[src/design/nmrt_pkg.sv]
// Shared types, codes and helpers of the nearest marked run tracker.
package nmrt_pkg;

  localparam int MAX_POSITIONS_DEF = 1024;
  localparam int STACK_DEPTH_DEF   = 1024;
  localparam int POS_W             = 11;
  localparam int WORD_W            = 32;
  localparam int BIT_W             = 5;
  localparam logic [POS_W-1:0] CFG_RESET = 11'd1024;

  typedef enum logic [1:0] {
    OP_MARK   = 2'd0,
    OP_UNMARK = 2'd1,
    OP_QUERY  = 2'd2,
    OP_NONE   = 2'd3
  } op_e;

  typedef enum logic [1:0] {
    ST_OK    = 2'd0,
    ST_EMPTY = 2'd1,
    ST_FULL  = 2'd2,
    ST_RANGE = 2'd3
  } status_e;

  typedef enum logic [2:0] {
    S_IDLE,
    S_POP,
    S_UPD,
    S_QW,
    S_QU,
    S_QD,
    S_FIN,
    S_DONE
  } state_e;

  typedef struct packed {
    logic rd;
    logic wr;
  } bm_ctl_t;

  typedef struct packed {
    logic             found;
    logic [BIT_W-1:0] idx;
  } hit_t;

  // lowest set bit of a word
  function automatic hit_t lsb_find(input logic [WORD_W-1:0] v);
    hit_t h;
    h = '0;
    for (int j = WORD_W - 1; j >= 0; j--) begin
      if (v[j]) begin
        h.found = 1'b1;
        h.idx   = BIT_W'(j);
      end
    end
    return h;
  endfunction

  // highest set bit of a word
  function automatic hit_t msb_find(input logic [WORD_W-1:0] v);
    hit_t h;
    h = '0;
    for (int j = 0; j < WORD_W; j++) begin
      if (v[j]) begin
        h.found = 1'b1;
        h.idx   = BIT_W'(j);
      end
    end
    return h;
  endfunction

endpackage

[src/design/nmrt_bitmap.sv]
// Mark bitmap: word memory plus a per-word nonempty summary register.
module nmrt_bitmap import nmrt_pkg::*; #(
  parameter int WA = 6
) (
  input  logic                  clk_i,
  input  logic                  rst_ni,
  input  bm_ctl_t               ctl_i,
  input  logic [WA-1:0]         raddr_i,
  input  logic [WA-1:0]         waddr_i,
  input  logic [WORD_W-1:0]     wdata_i,
  output logic [WORD_W-1:0]     rdata_o,
  output logic [(1<<WA)-1:0]    nonempty_o
);

  logic [WORD_W-1:0]  mem [1<<WA];
  logic [WORD_W-1:0]  raw_q;
  logic               live_q;
  logic [(1<<WA)-1:0] sum_q;

  always_ff @(posedge clk_i) begin
    if (ctl_i.wr) begin
      mem[waddr_i] <= wdata_i;
    end
    if (ctl_i.rd) begin
      raw_q <= mem[raddr_i];
    end
  end

  // an empty summary bit means the word was never written or is all clear
  always_ff @(posedge clk_i or negedge rst_ni) begin
    if (!rst_ni) begin
      sum_q  <= '0;
      live_q <= 1'b0;
    end else begin
      if (ctl_i.wr) begin
        sum_q[waddr_i] <= (wdata_i != '0);
      end
      if (ctl_i.rd) begin
        live_q <= sum_q[raddr_i];
      end
    end
  end

  assign rdata_o    = live_q ? raw_q : '0;
  assign nonempty_o = sum_q;

endmodule

[config.mk]
export PLATFORM = sky130hd
export DESIGN_NAME = nmrt_bitmap
export DESIGN_NICKNAME = d
export VERILOG_FILES = /design/src/design/nmrt_pkg.sv /design/src/design/nmrt_bitmap.sv
export SDC_FILE = /design/constraint.sdc
export NUM_CORES = 2
export LEC_CHECK = 0
export BUFFER_PORTS_ARGS = -buffer_cell sky130_fd_sc_hd__buf_4
export CAP_MARGIN = 20
export CORE_ASPECT_RATIO = 0.6
export CORE_MARGIN = 10
export CORE_UTILIZATION = 30
export DETAILED_ROUTE_END_ITERATION = 12
export GPL_TIMING_DRIVEN = 0
export HOLD_SLACK_MARGIN = 0.08
export PLACE_DENSITY = 0.51
export RECOVER_POWER = 50
export SLEW_MARGIN = 20
export SYNTH_ARGS = -nofsm -noshare
export SYNTH_HDL_FRONTEND = slang
export SYNTH_SLANG_ARGS = --single-unit
[constraint.sdc]
create_clock -name clk_i -period 2.06 [get_ports clk_i]
set_input_delay 0.515 -clock clk_i [delete_from_list [all_inputs] [get_ports clk_i]]
set_output_delay 0.515 -clock clk_i [all_outputs]
set_load 0.005 [all_outputs]
==> results.md <==
* Peak Freq at between 300 and 400 MHz
* Pins Over Slew Limit at 0
* Reg2reg end: raw_q[11]
* Maximum VDD drop at around 0.77 mV
* Initial antenna violation count at 14
* Design area at ~99000 sq um
* Number of DRC markers in iteration 0 at about 5.6k
* Per-cell routed wire length at approximately 35 um
* Main synth FF type: edfxtp_1
* Via count at ~40k
* Seq/Total Area, Yosys at 0.782
* Routability congestion estimate at about 0.88
* Detail Placement HPWL at ~180000 um
* Hold Crit Class: primary input to flip-flop
* RR Startpoint: mem[62][11]
* Placed cell area at between 90000 and 100000 sq um
* Clock Pin Slew Worst Setup and Hold Paths at 0.06 ns
* Worst path required time at between 2 and 3 ns
* Simple-gate share of the synthesized area at 0.0113
* Crit path depth at 6
* Status: finished with violations
* IO Count at 144
* Clock Power Share at 0.390
* Setup CP Type: primary input to flip-flop
* DIE AREA at roughly 300000 sq um
* Most frequent cell after synthesis: edfxtp_1
* TritonCTS Buffers at 195
* Clk sinks at roughly 2.1k
* Combinational family with the most area after synthesis: multiplexers
* CP Capture Type: flip-flop
* Clock Latency Late Sink at about 0.84 ns
* RSZ-0062 raised after global routing: true
* EDFF count, synth at between 2k and 2.5k
* Max Cap Violations at 0
* Area fraction in compound gates after synthesis at 0.00713
* H-tree lvl count at 4
* Cell taking the most area after synthesis: edfxtp_1
* Comb pwr share at 0.075
* FFs w/ async S/R, synth at 0.0303
* Core area at about 270000 sq um
* Synth area leaders: edfxtp_1, mux4_2, dfrtp_1, mux2_2, a22oi_1
* Gr ovfl total at 0
* Largest stage delay on the critical path at about 1.1 ns
* CP Launch Type: primary input
* Clock root cell: clkbuf_16
* CP max FO at 17
* Sw frac at 0.226
* Commonest cells in the netlist: edfxtp_1, mux4_2, nor2_1
* Ratio of final minimum period to clock period at 1.22
* Top cell type's share of synthesized area at 0.762
* First-pass GRT wire length at 351000 um
* Mapped Area at ~80000 sq um
* Syn Area/Cell at between 20 and 25 sq um
* Failing checks: negative setup slack
* Net Count, Synth at approximately 3.4k
* Synth Area in XOR/XNOR at 0
* Minimum clock period at between 2 and 3 ns
* DIE HEIGHT at 425 um
* Cell Pwr Density at roughly 920 nW/um^2
* Endpoints failing hold at 0
* Final ANT Viol Nets at 0
* Switch Pwr at approximately 21 mW
* CP Cell Sequence: buf_6 -> nor2b_4 -> nand3_1 -> nor2_1 -> buf_12 -> buf_12
* Cell mode on critical path: buf_12
* Pre-antenna DRT Iters at 5
* Initial Utilization at 0.302
* WL final at around 260000 um
* Cell family with most CP delay: simple AND/OR/NAND/NOR gates
* Slowest-stage cell, CP: nor2_1
* Gr usage total at 0.173
* Mapped Cells at around 3.4k
* Share of cells above drive strength 1 at 0.400
* Die X at 695 um
* Reg2Reg Depth at 4
* Worst slew pin tran at ~1.4 ns
* Slew headroom at 0.0702
* Num rows at 148
* Total Neg Setup Slack at -54.22 ns
* Vias per inst at around 5.3
* Data arrival, critical path at slightly above 3 ns
* DRC viols at 0
* TritonCTS clock tree: built
* Flop pwr share at 0.534
* Synthesis-to-finish area growth at 20.7%
* CP endpoint: mem[14][11]
* Clock skew at 0.0488 ns
* Yosys cell types at 31
* Final setup violation count at roughly 280
* Final net count at 3885
* Synthesis warning total at 0
* Synth Register Bits at 2145
* Reg2Reg Setup Slack at -0.30 ns
* Post-synthesis adder-cell area fraction at 0
* CP startpoint: waddr_i[1]
* Clk buf depth at 4
* Pint at ~71 mW
* Number of global-route vias before repair at 38.6k
* WP buf/inv at 3
* PnR worst setup slack at -0.451 ns
* Largest net degree at the start of global routing at between 60 and 70
* Static leakage at between 30 and 40 nW
* Mux share of post-synthesis cell area at 0.189
* Port Buffers at roughly 130
[state kept, by name, indices dropped and copies added, names as in the netlist]
| signal | flops |
|---|---|
| mem | 2048 |
| raw_q | 32 |
| nonempty_o | 64 |
| live_q | 1 |
[metal layers]
layer | track usage | part of all wire
met4 | 0.0381 | 0.024
met2 | 0.240 | 0.42
met5 | 0 | 0
met1 | 0.267 | 0.45
met3 | 0.0470 | 0.10
[cell type report]
| cell class | instances | area (sq um) |
|---|---|---|
| antenna | 7 | 17.5 |
| buffer | 179 | 1820 |
| clock buffer | 246 | 5150 |
| clock inverter | 92 | 806 |
| fill | 24504 | 172000 |
| inverter | 2 | 7.51 |
| multi-input combinational | 1023 | 18200 |
| sequential | 2145 | 64100 |
| tap | 3600 | 4500 |
| timing repair buffer | 291 | 4410 |
[placed cells by master, fill, tap and decap left out, types with 10 or more instances in the layout]
cell type  instances
edfxtp_1        2080
clkinv_2          33
clkbuf_2          27
clkbuf_16        206
buf_2             11
a22oi_2           32
clkinv_1          35
nand2_2           16
buf_6             64
and2_4            24
buf_16            63
buf_12            76
mux2i_1           27
buf_8             26
dfrtp_1           62
nor2_1            20
mux4_2           641
mux2_4            46
bufinv_16         14
clkbuf_4          21
mux2_2            24
clkbuf_1          60
buf_4            148
clkbuf_8          10
nand2_1           23
nor2_4            59
a22oi_1           20
[worst min path at each step]
stage,from,end,slack [ns],cells after the start
finish,wdata_i[14],mem[33][14],0.19,1
floorplan,rst_ni,live_q,0.22,0
CTS,waddr_i[1],mem[48][23],0.15,3
detailed placement,nonempty_o[39],nonempty_o[39],0.53,1
global placement,nonempty_o[6],nonempty_o[6],0.53,1
global route,waddr_i[0],mem[48][29],0.17,3
[cells by family (layout without fill, tap and decap cells)]
kind of cell           Yosys count  after routing
AOI/OAI and AO/OA               82             82
DFF                           2145           2145
and+or+nand+nor                199            199
muxes                          742            742
buffers and inverters          182            810
other                            0              7
[stage by stage]
| stage | power [mW] | setup WS (ns) | hold slack, ns | util | cells |
|---|---|---|---|---|---|
| 2_1_floorplan | 52.5 | -0.470 | 0.219 | - | 3350 |
| 3_3_place_gp | 56.0 | -3.04 | 0.526 | 0.326 | 7084 |
| 3_5_place_dp | 56.2 | -2.40 | 0.526 | 0.337 | 7218 |
| 4_1_cts | 91.8 | -0.395 | 0.155 | 0.364 | 7562 |
| 5_1_grt | 93.9 | -0.411 | 0.174 | 0.365 | 7579 |
| 6_report | 91.3 | -0.451 | 0.192 | 0.365 | 7585 |
[repair_timing]
action / CTS / global route
setup endpoints to repair: 157 / 124
hold buffers: 3 / 0
setup buffers: 4 / 15
pin swaps: 20 / 13
endpoints found under the hold margin: 68 / 0
gates resized for setup: 382 / 52
[power groups by stage]
| stage | Clock [mW] | Combinational, mW | Sequential [mW] |
|---|---|---|---|
| floorplan | 0 | 2.92 | 49.6 |
| global placement | 0 | 6.34 | 49.7 |
| detailed placement | 0 | 6.49 | 49.7 |
| CTS | 36.2 | 6.87 | 48.8 |
| global route | 38.0 | 7.15 | 48.8 |
| finish | 35.6 | 6.88 | 48.8 |
Power figures use the tool's default switching activity.
